==> src/upsample_filter_interp_resampler_top_defines.svh <==
// Assertion macros for the upsampling resampler.
// Included by the top level; expects clk and arst_n in scope.
`ifndef UPSAMPLE_FILTER_INTERP_RESAMPLER_TOP_DEFINES_SVH
`define UPSAMPLE_FILTER_INTERP_RESAMPLER_TOP_DEFINES_SVH

// expression must never hold
`define RESMP_ASSERT_NEVER(lbl, expr, msg) \
	lbl: assert property (@(posedge clk) disable iff (!arst_n) !(expr)) \
		else $error(msg);

// antecedent implies consequent on the next cycle
`define RESMP_ASSERT_NEXT(lbl, ante, cons, msg) \
	lbl: assert property (@(posedge clk) disable iff (!arst_n) (ante) |=> (cons)) \
		else $error(msg);

`endif

==> src/resmp_pkg.sv <==
// Package for the upsampling resampler: formats, constants, sequencer states,
// MAC request types and feedback coefficient tables. No dependencies.
`default_nettype none
package resmp_pkg;
	localparam int FRAC_BITS  = 24;
	localparam int VAL_W      = 40;
	localparam int ACC_W      = 66;
	localparam int A_W        = VAL_W + 1;
	localparam int B_W        = 24;
	localparam int CHUNK_W    = 8;
	localparam int MAC_STEPS  = B_W / CHUNK_W;
	localparam int RING_DEPTH = 8;
	localparam int RING_AW    = $clog2(RING_DEPTH);
	localparam int PH_W       = 20;
	localparam int SMP_W      = 16;
	localparam int CFG_AW     = 2;
	localparam int CFG_DW     = 24;
	localparam int FB_SHIFT   = 20;
	localparam int OUT_SHIFT  = FRAC_BITS + 16 - 2;
	localparam logic [3:0]  MAX_OUT   = 4'd10;
	localparam logic [2:0]  LAST_PASS = 3'd5;
	localparam logic [PH_W-1:0] MIN_STEP  = 20'd32768;
	localparam logic [PH_W-1:0] PHASE_MAX = 20'hFFFFF;
	localparam logic [PH_W-1:0] PH_INC_RST = 20'd194783;
	localparam logic [B_W-1:0]  SCALE_RST  = 24'd65536;

	localparam logic [CFG_AW-1:0] REG_PHASE_INC   = 2'd0;
	localparam logic [CFG_AW-1:0] REG_INPUT_SCALE = 2'd1;

	typedef enum logic [3:0] {
		ST_IDLE, ST_SCALE_GO, ST_SCALE_W, ST_FF, ST_FB_GO, ST_FB_W, ST_FB_END,
		ST_CHECK, ST_SEND, ST_RD_A, ST_INT_A_GO, ST_INT_A_W, ST_INT_B_GO,
		ST_INT_B_W, ST_INT_END
	} st_t;

	typedef struct packed {
		logic                  go;
		logic                  clr;
		logic signed [A_W-1:0] a;
		logic [B_W-1:0]        b;
	} mac_req_t;

	typedef struct packed {
		logic busy;
	} mac_sts_t;

	// magnitude of Q1.20 feedback coefficient
	function automatic logic [B_W-1:0] fb_mag(input logic [1:0] idx);
		logic [B_W-1:0] m;
		unique case (idx)
			2'd0: m = 24'd21655;
			2'd1: m = 24'd88325;
			2'd2: m = 24'd560255;
			default: m = 24'd409617;
		endcase
		return m;
	endfunction

	function automatic logic fb_neg(input logic [1:0] idx);
		return ~idx[0];
	endfunction
endpackage
`default_nettype wire

==> src/upsample_filter_interp_resampler_top.sv <==
// Each input word is taken in idle and then runs through the filter passes;
// its output words follow, plus any wait on m_axis_tready.
// A new input word is taken only back in idle, after filtering and all outputs;
// this pace is set by the single 41x8 MAC that takes three passes per product.
// Reset clears filter history, ring indices, phase and the two registers to
// their defaults; ring contents are unwritten until filled.
`default_nettype none
`include "upsample_filter_interp_resampler_top_defines.svh"
module upsample_filter_interp_resampler_top (
	input  wire logic                             clk,
	input  wire logic                             arst_n,
	input  wire logic                             s_axis_tvalid,
	output logic                                  s_axis_tready,
	input  wire logic [15:0]                      s_axis_tdata, // [15:0] sample_in
	output logic                                  m_axis_tvalid,
	input  wire logic                             m_axis_tready,
	output logic [15:0]                           m_axis_tdata, // [15:0] sample_out
	output logic                                  m_axis_tlast, // last_of_run
	input  wire logic                             cfg_we,
	input  wire logic [resmp_pkg::CFG_AW-1:0]     cfg_addr,
	input  wire logic [resmp_pkg::CFG_DW-1:0]     cfg_data
);
	import resmp_pkg::*;

	st_t state_q, state_d;
	mac_req_t mac_req;
	mac_sts_t mac_sts;
	logic signed [ACC_W-1:0] mac_acc;

	logic [PH_W-1:0] phase_inc_q;
	logic [B_W-1:0]  scale_q;
	logic signed [SMP_W-1:0] sample_q;
	logic [2:0] fi_q;
	logic [1:0] fb_q;
	logic [3:0] n_q;
	logic pend_q, brk_q;
	logic signed [VAL_W-1:0] xh1_q [4];
	logic signed [VAL_W-1:0] yh1_q [4];
	logic signed [VAL_W-1:0] xh2_q [4];
	logic signed [VAL_W-1:0] yh2_q [4];
	logic signed [VAL_W-1:0] x_q, ylast_q;
	logic signed [VAL_W+3:0] ff_q;
	logic [RING_AW-1:0] wr_q, rd_q;
	logic [PH_W-1:0] phase_q;
	logic signed [VAL_W-1:0] ring [RING_DEPTH];
	logic signed [VAL_W-1:0] rdata_q;
	logic [RING_AW-1:0] raddr;
	logic [SMP_W-1:0] out_data_q;
	logic out_last_q, out_valid_q;

	logic stage_two;
	logic signed [VAL_W-1:0] raw, x_new, y_new;
	logic [VAL_W-1:0] raw_mag, r_mag;
	logic [64:0] r_wide;
	logic signed [VAL_W-1:0] xs [4];
	logic signed [VAL_W-1:0] ys [4];
	logic signed [VAL_W+3:0] ff_new;
	logic signed [ACC_W-1:0] fb_t;
	logic signed [VAL_W+7:0] y_sum;
	logic signed [A_W-1:0] y_ext;
	logic [PH_W-1:0] step;
	logic [PH_W:0] ph_sum;
	logic [PH_W-1:0] ph_adv;
	logic [16:0] w0;
	logic [ACC_W-1:0] acc_mag;
	logic [ACC_W-OUT_SHIFT-1:0] m_val;
	logic [SMP_W-1:0] out_conv;
	logic [3:0] whole;
	logic [RING_AW-1:0] fill, fill2;
	logic brk_c;
	logic [RING_AW-1:0] rd_c;
	logic [PH_W-1:0] phase_c;

	resmp_mac u_mac (
		.clk    (clk),
		.arst_n (arst_n),
		.req    (mac_req),
		.sts    (mac_sts),
		.acc    (mac_acc)
	);

	// filter datapath
	always_comb begin
		stage_two = !(fi_q == 3'd0 || fi_q == 3'd3);
		if (fi_q == 3'd0) begin
			raw = $signed({sample_q, {FRAC_BITS{1'b0}}});
		end else if (fi_q == 3'd1 || fi_q == 3'd4) begin
			raw = ylast_q;
		end else begin
			raw = '0;
		end
		raw_mag = raw[VAL_W-1] ? VAL_W'(-raw) : VAL_W'(raw);
		r_wide = {1'b0, mac_acc[63:0]} + 65'(1 << (FRAC_BITS - 1));
		r_mag = r_wide[FRAC_BITS +: VAL_W];
		x_new = raw[VAL_W-1] ? -$signed(r_mag) : $signed(r_mag);
		for (int i = 0; i < 4; i++) begin
			xs[i] = stage_two ? xh2_q[i] : xh1_q[i];
			ys[i] = stage_two ? yh2_q[i] : yh1_q[i];
		end
		ff_new = (VAL_W+4)'(xs[0]) + (VAL_W+4)'(x_q)
			+ (((VAL_W+4)'(xs[1]) + (VAL_W+4)'(xs[3])) <<< 2)
			+ (VAL_W+4)'(xs[2]) * $signed(5'sd6);
		y_ext = A_W'(ys[fb_q]);
		fb_t = (mac_acc + ACC_W'(1 << (FB_SHIFT - 1))) >>> FB_SHIFT;
		y_sum = (VAL_W+8)'(ff_q) + (VAL_W+8)'(fb_t);
		if (y_sum > (VAL_W+8)'(49'sh7FFFFFFFFF)) begin
			y_new = {1'b0, {(VAL_W-1){1'b1}}};
		end else if (y_sum < -(VAL_W+8)'(49'sh8000000000)) begin
			y_new = {1'b1, {(VAL_W-1){1'b0}}};
		end else begin
			y_new = y_sum[VAL_W-1:0];
		end
	end

	// interpolation and phase datapath
	always_comb begin
		step = (phase_inc_q < MIN_STEP) ? MIN_STEP : phase_inc_q;
		ph_sum = {1'b0, phase_q} + {1'b0, step};
		ph_adv = ph_sum[PH_W] ? PHASE_MAX : ph_sum[PH_W-1:0];
		w0 = 17'h10000 - {1'b0, phase_q[15:0]};
		acc_mag = mac_acc[ACC_W-1] ? ACC_W'(-mac_acc) : ACC_W'(mac_acc);
		m_val = acc_mag[ACC_W-1:OUT_SHIFT];
		if (mac_acc[ACC_W-1]) begin
			out_conv = (m_val > 28'd32768) ? 16'h8000 : 16'(-m_val);
		end else begin
			out_conv = (m_val > 28'd32767) ? 16'h7FFF : m_val[SMP_W-1:0];
		end
		whole = phase_q[PH_W-1:16];
		fill = wr_q - rd_q;
		fill2 = fill - whole[RING_AW-1:0];
		rd_c = rd_q;
		phase_c = phase_q;
		if (n_q == MAX_OUT) begin
			brk_c = 1'b1;
		end else if (whole != 4'd0 && {1'b0, fill} < whole) begin
			rd_c = rd_q + fill;
			phase_c = phase_q - {1'b0, fill, 16'h0000};
			brk_c = 1'b1;
		end else begin
			rd_c = rd_q + whole[RING_AW-1:0];
			phase_c = phase_q - {whole, 16'h0000};
			brk_c = fill2 < 3'd2;
		end
		raddr = (state_q == ST_RD_A) ? rd_q : rd_q + 3'd1;
	end

	always_ff @(posedge clk or negedge arst_n) begin
		if (!arst_n) begin
			state_q <= ST_IDLE;
		end else begin
			state_q <= state_d;
		end
	end

	always_comb begin
		state_d = state_q;
		mac_req = '0;
		s_axis_tready = 1'b0;
		unique case (state_q)
			ST_IDLE: begin
				s_axis_tready = 1'b1;
				if (s_axis_tvalid) begin
					state_d = ST_SCALE_GO;
				end
			end
			ST_SCALE_GO: begin
				mac_req.go = 1'b1;
				mac_req.clr = 1'b1;
				mac_req.a = $signed({1'b0, raw_mag});
				mac_req.b = scale_q;
				state_d = ST_SCALE_W;
			end
			ST_SCALE_W: if (!mac_sts.busy) state_d = ST_FF;
			ST_FF: state_d = ST_FB_GO;
			ST_FB_GO: begin
				mac_req.go = 1'b1;
				mac_req.clr = (fb_q == 2'd0);
				mac_req.a = fb_neg(fb_q) ? -y_ext : y_ext;
				mac_req.b = fb_mag(fb_q);
				state_d = ST_FB_W;
			end
			ST_FB_W: begin
				if (!mac_sts.busy) begin
					state_d = (fb_q == 2'd3) ? ST_FB_END : ST_FB_GO;
				end
			end
			ST_FB_END: state_d = (fi_q == LAST_PASS) ? ST_CHECK : ST_SCALE_GO;
			ST_CHECK: begin
				if (pend_q) begin
					state_d = ST_SEND;
				end else begin
					state_d = brk_c ? ST_IDLE : ST_RD_A;
				end
			end
			ST_SEND: begin
				if (m_axis_tready) begin
					state_d = brk_q ? ST_IDLE : ST_RD_A;
				end
			end
			ST_RD_A: state_d = ST_INT_A_GO;
			ST_INT_A_GO: begin
				mac_req.go = 1'b1;
				mac_req.clr = 1'b1;
				mac_req.a = A_W'(rdata_q);
				mac_req.b = B_W'(w0);
				state_d = ST_INT_A_W;
			end
			ST_INT_A_W: if (!mac_sts.busy) state_d = ST_INT_B_GO;
			ST_INT_B_GO: begin
				mac_req.go = 1'b1;
				mac_req.a = A_W'(rdata_q);
				mac_req.b = B_W'(phase_q[15:0]);
				state_d = ST_INT_B_W;
			end
			ST_INT_B_W: if (!mac_sts.busy) state_d = ST_INT_END;
			ST_INT_END: state_d = ST_CHECK;
			default: state_d = ST_IDLE;
		endcase
	end

	// control and filter state
	always_ff @(posedge clk or negedge arst_n) begin
		if (!arst_n) begin
			phase_inc_q <= PH_INC_RST;
			scale_q <= SCALE_RST;
			fi_q <= '0;
			fb_q <= '0;
			n_q <= '0;
			pend_q <= 1'b0;
			brk_q <= 1'b0;
			wr_q <= '0;
			rd_q <= '0;
			phase_q <= '0;
			out_valid_q <= 1'b0;
			ylast_q <= '0;
			for (int i = 0; i < 4; i++) begin
				xh1_q[i] <= '0;
				yh1_q[i] <= '0;
				xh2_q[i] <= '0;
				yh2_q[i] <= '0;
			end
		end else begin
			if (cfg_we) begin
				if (cfg_addr == REG_PHASE_INC) begin
					phase_inc_q <= cfg_data[PH_W-1:0];
				end else if (cfg_addr == REG_INPUT_SCALE) begin
					scale_q <= cfg_data;
				end
			end
			unique case (state_q)
				ST_IDLE: fi_q <= '0;
				ST_FF: fb_q <= '0;
				ST_FB_W: if (!mac_sts.busy && fb_q != 2'd3) fb_q <= fb_q + 2'd1;
				ST_FB_END: begin
					if (stage_two) begin
						for (int i = 0; i < 3; i++) begin
							xh2_q[i] <= xh2_q[i+1];
							yh2_q[i] <= yh2_q[i+1];
						end
						xh2_q[3] <= x_q;
						yh2_q[3] <= y_new;
						wr_q <= wr_q + 3'd1;
					end else begin
						for (int i = 0; i < 3; i++) begin
							xh1_q[i] <= xh1_q[i+1];
							yh1_q[i] <= yh1_q[i+1];
						end
						xh1_q[3] <= x_q;
						yh1_q[3] <= y_new;
						ylast_q <= y_new;
					end
					fi_q <= fi_q + 3'd1;
					n_q <= '0;
					pend_q <= 1'b0;
				end
				ST_CHECK: begin
					rd_q <= rd_c;
					phase_q <= phase_c;
					brk_q <= brk_c;
					if (pend_q) out_valid_q <= 1'b1;
				end
				ST_SEND: begin
					if (m_axis_tready) begin
						out_valid_q <= 1'b0;
						pend_q <= 1'b0;
					end
				end
				ST_INT_END: begin
					pend_q <= 1'b1;
					phase_q <= ph_adv;
					n_q <= n_q + 4'd1;
				end
				default: ;
			endcase
		end
	end

	// payload registers and ring
	always_ff @(posedge clk) begin
		if (state_q == ST_IDLE && s_axis_tvalid) sample_q <= s_axis_tdata;
		if (state_q == ST_SCALE_W && !mac_sts.busy) x_q <= x_new;
		if (state_q == ST_FF) ff_q <= ff_new;
		if (state_q == ST_CHECK && pend_q) out_last_q <= brk_c;
		if (state_q == ST_INT_END) out_data_q <= out_conv;
		if (state_q == ST_FB_END && stage_two) ring[wr_q] <= y_new;
		rdata_q <= ring[raddr];
	end

	assign m_axis_tvalid = out_valid_q;
	assign m_axis_tdata = out_data_q;
	assign m_axis_tlast = out_last_q;

	`RESMP_ASSERT_NEVER(a_busy_io, s_axis_tready && m_axis_tvalid, "input taken while word pending")
	`RESMP_ASSERT_NEVER(a_mac_idle, s_axis_tready && mac_sts.busy, "MAC busy while idle")
	`RESMP_ASSERT_NEVER(a_out_cnt, n_q > MAX_OUT, "too many outputs for one input")
	`RESMP_ASSERT_NEXT(a_last_idle, m_axis_tvalid && m_axis_tready && m_axis_tlast, s_axis_tready, "not idle after last word")
endmodule
`default_nettype wire

==> src/resmp_mac.sv <==
// Shared multiply-accumulate unit: signed 41-bit by unsigned 24-bit,
// eight multiplier bits per cycle. Depends on resmp_pkg.
`default_nettype none
module resmp_mac (
	input  wire logic                              clk,
	input  wire logic                              arst_n,
	input  wire resmp_pkg::mac_req_t               req,
	output resmp_pkg::mac_sts_t                    sts,
	output logic signed [resmp_pkg::ACC_W-1:0]     acc
);
	import resmp_pkg::*;

	logic                  busy_q;
	logic [1:0]            cnt_q;
	logic signed [A_W-1:0] a_q;
	logic [B_W-1:0]        b_q;
	logic signed [ACC_W-1:0] acc_q;
	logic signed [A_W+CHUNK_W:0] prod;
	logic signed [ACC_W-1:0] term;

	assign prod = a_q * $signed({1'b0, b_q[CHUNK_W-1:0]});
	assign term = ACC_W'(prod) <<< {cnt_q, 3'b000};
	assign sts.busy = busy_q;
	assign acc = acc_q;

	always_ff @(posedge clk or negedge arst_n) begin
		if (!arst_n) begin
			busy_q <= 1'b0;
			cnt_q  <= '0;
			acc_q  <= '0;
		end else if (req.go) begin
			busy_q <= 1'b1;
			cnt_q  <= '0;
			if (req.clr) begin
				acc_q <= '0;
			end
		end else if (busy_q) begin
			acc_q <= acc_q + term;
			cnt_q <= cnt_q + 2'd1;
			if (cnt_q == 2'(MAC_STEPS - 1)) begin
				busy_q <= 1'b0;
			end
		end
	end

	always_ff @(posedge clk) begin
		if (req.go) begin
			a_q <= req.a;
			b_q <= req.b;
		end else if (busy_q) begin
			b_q <= b_q >> CHUNK_W;
		end
	end
endmodule
`default_nettype wire
==> config.mk <==
export PLATFORM = sky130hd
export DESIGN_NAME = upsample_filter_interp_resampler_top
export DESIGN_NICKNAME = d
export VERILOG_FILES = /design/src/resmp_pkg.sv /design/src/upsample_filter_interp_resampler_top.sv /design/src/resmp_mac.sv
export VERILOG_INCLUDE_DIRS = /design/src /design/src/src
export SDC_FILE = /design/constraint.sdc
export NUM_CORES = 2
export LEC_CHECK = 0
export BUFFER_PORTS_ARGS = -buffer_cell sky130_fd_sc_hd__buf_2
export CAP_MARGIN = 40
export CELL_PAD_IN_SITES_DETAIL_PLACEMENT = 1
export CELL_PAD_IN_SITES_GLOBAL_PLACEMENT = 2
export CORE_MARGIN = 8
export CORE_UTILIZATION = 38
export DETAILED_ROUTE_END_ITERATION = 8
export PLACE_DENSITY = 0.87
export SYNTH_ARGS = -nofsm -noshare
export SYNTH_HDL_FRONTEND = slang
export SYNTH_SLANG_ARGS = --single-unit
==> constraint.sdc <==
create_clock -name clk -period 9.04 [get_ports clk]
set_input_delay 1.356 -clock clk [delete_from_list [all_inputs] [get_ports clk]]
set_output_delay 1.356 -clock clk [all_outputs]
set_load 0.01 [all_outputs]
[Yosys cells after proc, flatten, opt, wreduce, memory -nomap -nowiden]
Memories as Yosys holds them, arrays and structs flattened. A register that Yosys moved wholly into a read port is not among the register bits.
Cells that the tools add are included.
Widths: inputs -> output; s select.
Cells by class
  reduce and logical (&&, ||, !) cells: 35
  magnitude comparators: 8
  shifts and indexed selects: 1
  multipliers: 2
  bitwise operators: 4
  $add $sub $neg: 27
  eq/ne operators: 35
  multiplexer cells: 68
Operators with widths (number)
  $mux 40: 16
  $mux 66: 4
  $pmux 65 s4: 1
  $add 40x40->41: 2
  $bmux 40 s2: 1
  $mux 20: 4
  $neg 40->40: 2
  $add 66x21->66 const B: 1
  $add 66x66->66: 1
  $neg 66->66: 1
  $sshl 50x5->66: 1
  $add 64x24->64 const B: 1
  $pmux 20 s3: 1
  $pmux 4 s15: 1
  $mul 41x9->50: 1
  $mux 16: 3
  $mux 24: 2
  $add 44x46->47: 1
  $gt 47x40->1 const B: 1
  $lt 47x40->1 const B: 1
  $add 41x43->44: 1
  $add 44x44->44: 1
  $mul 40x3->43 const B: 1
  $mux 41: 1
  53 further kinds: 130
Word-level totals
  input bits: 47
  memory bits (writable): 320
  word-level logic and storage cells: 219
  memories kept: 1
  output and inout port bits: 19
  register bits after elaboration: 977
Memory list
  ring: depth 8, width 40, read ports 1, clocked after memory_dff 1, wr ports 1, line upsample_filter_interp_resampler_top.sv:45  | logic signed [VAL_W-1:0] ring [RING_DEPTH];

[Logic depth before layout (Yosys ltp)]
  word-level depth: 10
  gate-level depth with buffers: 44
  depth with buffers taken out: 36

[Cells and area by module]
Synthesis repeated with hierarchy kept, for this count alone.
Unflattened totals
  cell total of the unflattened synthesis: 9559
  area total of the unflattened synthesis: 88911.5 um2
Modules (own cells, without submodules)
  upsample_filter_interp_resampler_top: instances 1, cells an instance 7188, area each 68215.4 um2
  resmp_mac: instances 1, cells an instance 2371, area each 20696.1 um2

[Least setup slack after synthesis]
OpenSTA, ideal clock, no wires.
  kind: reg-to-reg
  from: register fi_q[0]
  to: register ff_q[42], data pin
  cell stages (with the launch flop): 42
  data required time: 8782 ps
  slack: 177 ps
  setup time: 258 ps
  arrival: 8605 ps
  path through: dfrtp_1 > inv_1 > ha_1 > nor2b_1 > buf_4 > nor2_2 > buf_6 > buf_4 > buf_4 > buf_2 > buf_2 > buf_1 > mux2i_1 > inv_1 > ha_1 > a21o_1 > a21oi_1 > o21ai_0 > [6 not listed] > a31o_2 > a21oi_1 > xnor2_1 > fa_1 > fa_1 > ha_1 > a21o_1 > a21oi_1 > o21bai_1 > nor3_1 > o21ai_0 > o21a_1 > nor2_1 > o31ai_1 > a31oi_1 > o21ai_0 > o22ai_1 > xnor2_1
On the way
  cells in the longest elaborated chain, start to end: 6
  elaborated cells on any way between the ends: 12
  those cells by class: 4 x add/sub; 1 x mul; 1 x eq/ne; 4 x mux; 2 x reduce/logical
Ends and longest elaborated chain
  start: declaration: line upsample_filter_interp_resampler_top.sv:33  | logic [2:0] fi_q;
  start signal: assignment: line upsample_filter_interp_resampler_top.sv:272  | fi_q <= fi_q + 3'd1;
  $eq 3x2->1 or $logic_not 3->1 (tied branches): line upsample_filter_interp_resampler_top.sv:84  | stage_two = !(fi_q == 3'd0 || fi_q == 3'd3);
  $logic_or 1x1->1 *: line upsample_filter_interp_resampler_top.sv:84
  branches (longest 3 deep; another with $mul 40x3->43)
  $add 44x44->44 *: line upsample_filter_interp_resampler_top.sv:102  | + (VAL_W+4)'(xs[2]) * $signed(5'sd6);
  via ff_new[42]: line upsample_filter_interp_resampler_top.sv:57  | logic signed [VAL_W+3:0] ff_new;
  end signal: assignment: line upsample_filter_interp_resampler_top.sv:302  | if (state_q == ST_FF) ff_q <= ff_new;
  end: declaration: line upsample_filter_interp_resampler_top.sv:42  | logic signed [VAL_W+3:0] ff_q;
Mark *: on every way through the listed nets, which the timed path passes.
A chain may end at the register's enable or synchronous reset.

[Final worst setup path]
  from: register u_mac.b_q[4]
  to: register u_mac.acc_q[63], in the netlist u_mac.acc[63]
On the way
  cells in the longest elaborated chain, start to end: 5
Ends and longest elaborated chain
  start: declaration: line resmp_mac.sv:16  | logic [B_W-1:0] b_q;
  start signal: assignment: line resmp_mac.sv:49  | b_q <= req.b;
  start signal: assignment: line resmp_mac.sv:51  | b_q <= b_q >> CHUNK_W;
  $mul 41x9->50: line resmp_mac.sv:21  | assign prod = a_q * $signed({1'b0, b_q[CHUNK_W-1:0]});
  $sshl 50x5->66: line resmp_mac.sv:22  | assign term = ACC_W'(prod) <<< {cnt_q, 3'b000};
  $add 66x66->66: line resmp_mac.sv:38  | acc_q <= acc_q + term;
  $mux 66: line resmp_mac.sv:37  | end else if (busy_q) begin
  $mux 66: line resmp_mac.sv:31  | end else if (req.go) begin
  end signal: assignment: line resmp_mac.sv:38
  end: declaration: line resmp_mac.sv:17  | logic signed [ACC_W-1:0] acc_q;
Every way passes these cells. The select of a mux whose other input is x is not followed.

==> results.sh <==
export IMPL_status="finished clean"
export IMPL_nNetsFinal=10350
export IMPL_place_congestion=0.9207
export IMPL_cap_violations=0
export IMPL_area_growth_pct=11.89
export IMPL_grtUsageTotal_pct=23.66
export IMPL_critPathKind="reg -> reg"
export IMPL_synth_enable_flop_cells=502
export IMPL_synthesis_area_um2=88650
export IMPL_wl_mm=301.4
export IMPL_ys_flop_type="dfrtp_1"
export IMPL_vias=71540
export IMPL_ys_async_sr_fraction_pct=59.46
export IMPL_holdCritStartpoint="yh1_q[137]"
export IMPL_stdcell_area_um2=99190
export IMPL_hold_path_endpoint="yh1_q[137]"
export IMPL_fmax_mhz=115.3
export IMPL_setup_viol_count_final=0
export IMPL_critical_path_slowest_cell="fa_1"
export IMPL_syn_num_nets=10270
export IMPL_syn_inst=9456
export IMPL_drc=0
export IMPL_fp_coreArea_um2=232300
export IMPL_die_x_um=499.0
export IMPL_h_tree_depth=4
export IMPL_cts_buffers=158
export IMPL_clkTransAtPathRegs_ns=0.06
export IMPL_hold_path_depth=2
export IMPL_reg2reg_depth=35
export IMPL_cts_root_buf="clkbuf_16"
export IMPL_chipHeight_um=499.0
export IMPL_wl_per_cell_um=23.70
export IMPL_clock_latency_ns=0.83
export IMPL_grt_overflow_total=0
export IMPL_end_kind="flop"
export IMPL_ys_types=109
export IMPL_cts_num_sinks=1337
export IMPL_hold_worst_slack_ns=0.4706
export IMPL_via_per_inst=5.627
export IMPL_layout_cells_most_common="nand2_1"
export IMPL_crit_path_start_kind="flop"
export IMPL_ys_ff_latch=1337
export IMPL_grt_pass1_wl_mm=464.9
export IMPL_required_ns=9.76
export IMPL_crit_top_cell="fa_1"
export IMPL_placed_area_um2=93690
export IMPL_ys_seq_area_share_pct=40.37
export IMPL_antenna_found_initial=26
export IMPL_hpwl_mm=219.2
export IMPL_drt_iter0_drc=5361
export IMPL_fillers=26340
export IMPL_rows=177
export IMPL_ant_nets=0
export IMPL_dieArea_um2=249000
export IMPL_layout_common_cells="2762 x nand2_1, 778 x dfrtp_1, 527 x inv_1"
export IMPL_grt_start_max_net_pins=150
export IMPL_critical_path_max_stage_delay_ns=0.55
export IMPL_top_level_ports=66
export IMPL_hold_class="reg -> reg"
export IMPL_yosys_warnings=0
export IMPL_synth_area_per_cell_um2=9.375
export IMPL_skew_ns=0.03502
export IMPL_r2r_end="u_mac.acc[63]"
export IMPL_path_max_fanout=24
export IMPL_hold_violations=0
export IMPL_tightest_slew_ns=1.004
export IMPL_relSlewSlack_pct=33.07
export IMPL_fin_crit_ns=8.671
export IMPL_rsz0062_at_grt="true"
export IMPL_first_global_vias=76100
export IMPL_initial_core_util_pct=38.16
export IMPL_slew_viol_final=0
export IMPL_r2r_slack_ns=0.37
export IMPL_drive_above_1_share_pct=10.51
export IMPL_drtPass1Iterations=7
export IMPL_numPortBuffers=65
export IMPL_setup_tns_ns=0
export IMPL_rr_startpoint="u_mac.b_q[4]"
export IMPL_cts_tree="done"
export IMPL_cts_buffer_depth=3
export IMPL_cp_arrival_ns=9.40
export IMPL_post_route_period_util_pct=95.92
worst max-delay path: cells and delay by family, from the launching register on:
kind,cells,cell delay (ns)
AOI/OAI and AO/OA,13,2.91
adders and majority gates,6,2.75
and+or+nand+nor,8,1.32
buffers and inverters,4,0.47
DFF,1,0.42
muxes,2,0.35
xor gates and xnor gates,2,0.32
Yosys cell counts, types with 96 or more instances:
master	count	share of area (%)
xnor2_1	335	3.3
mux4_2	160	4.1
ha_1	425	6.0
clkbuf_1	390	1.7
a21o_1	159	1.3
nand3_1	110	0.62
edfxtp_1	502	17
and2_1	231	1.6
inv_1	528	2.2
mux2i_1	107	1.2
dfrtp_1	781	22
mux2_2	96	1.2
fa_1	345	7.8
a21oi_1	447	2.5
nor2_1	378	1.6
o21ai_0	375	2.1
nand2_1	2765	12
xor2_1	158	1.6
metrics by stage:
stage	setup WS, ns	util (%)	instances
after floorplan	0.1775	-	9456
after global placement	0.2011	40.15	12380
after detailed placement	0.1564	40.33	12400
after CTS	0.09566	42.56	12700
after global routing	-0.05952	42.69	12710
final	0.3687	42.70	12710
repair_timing:
item / 4_1_cts / 5_1_grt
endpoints found under the setup margin: 0 / 22
buffers inserted: 0 / 8
resized for setup: 0 / 39
hold buffers: 0 / 0
sequential cells by signal, indices dropped and copies added, names as in the netlist, 24 cells and up:
| name | flops |
|---|---|
| ring | 320 |
| scale_q | 24 |
| ff_q | 44 |
| u_mac.b_q | 24 |
| u_mac.acc | 66 |
| rdata_q | 40 |
| yh2_q | 160 |
| xh2_q | 160 |
| yh1_q | 120 |
| xh1_q | 160 |
| u_mac.a_q | 41 |
| x_q | 40 |
| ylast_q | 40 |
worst max-delay path by stage:
stage                  from            end  slack (ns)  depth (start not counted)
2_1_floorplan       fi_q[0]       ff_q[42]        0.18                         41
3_3_place_gp   u_mac.b_q[2]  u_mac.acc[64]        0.20                         35
3_5_place_dp   u_mac.b_q[2]  u_mac.acc[64]        0.16                         34
4_1_cts        u_mac.b_q[2]  u_mac.acc[64]         0.1                         34
5_1_grt        u_mac.b_q[2]  u_mac.acc[63]       -0.06                         39
6_report       u_mac.b_q[4]  u_mac.acc[63]        0.37                         35
cells by family after synthesis:
group / Yosys count / share of synthesized area, %
AND/OR/NAND/NOR: 4007 / 19.39
AO/OA/AOI/OAI: 1499 / 10.65
flip-flops: 1337 / 40.37
buffers and inverters: 987 / 4.432
adder cells (fa/ha/maj): 770 / 13.79
XOR/XNOR: 493 / 4.871
multiplexers: 363 / 6.492
layout make-up:
class | count | area [um2] | share of cell area [%]
Clock buffer | 228 | 4554 | 4.591
Antenna cell | 7 | 17.52 | 0.01766
Tap cell | 3043 | 3807 | 3.838
Timing Repair Buffer | 372 | 3108 | 3.133
Inverter | 532 | 1998 | 2.014
Clock inverter | 63 | 636.9 | 0.6420
Sequential cell | 1337 | 35790 | 36.08
Multi-Input combinational cell | 7132 | 49280 | 49.68
layer usage:
layer,wire length [um],part of all wire (%),up-vias,track usage [%]
met2,142500,47,2021,39.17
met3,16750,5.6,558,3.466
met5,103,0.034,-,0
met4,12120,4.0,10,8.777
li1,-,-,32150,-
met1,129900,43,36810,31.62
Power is left out: the tool's default activity adds up to more than one toggle a clock period on the data nets, which glitch-free logic cannot reach.
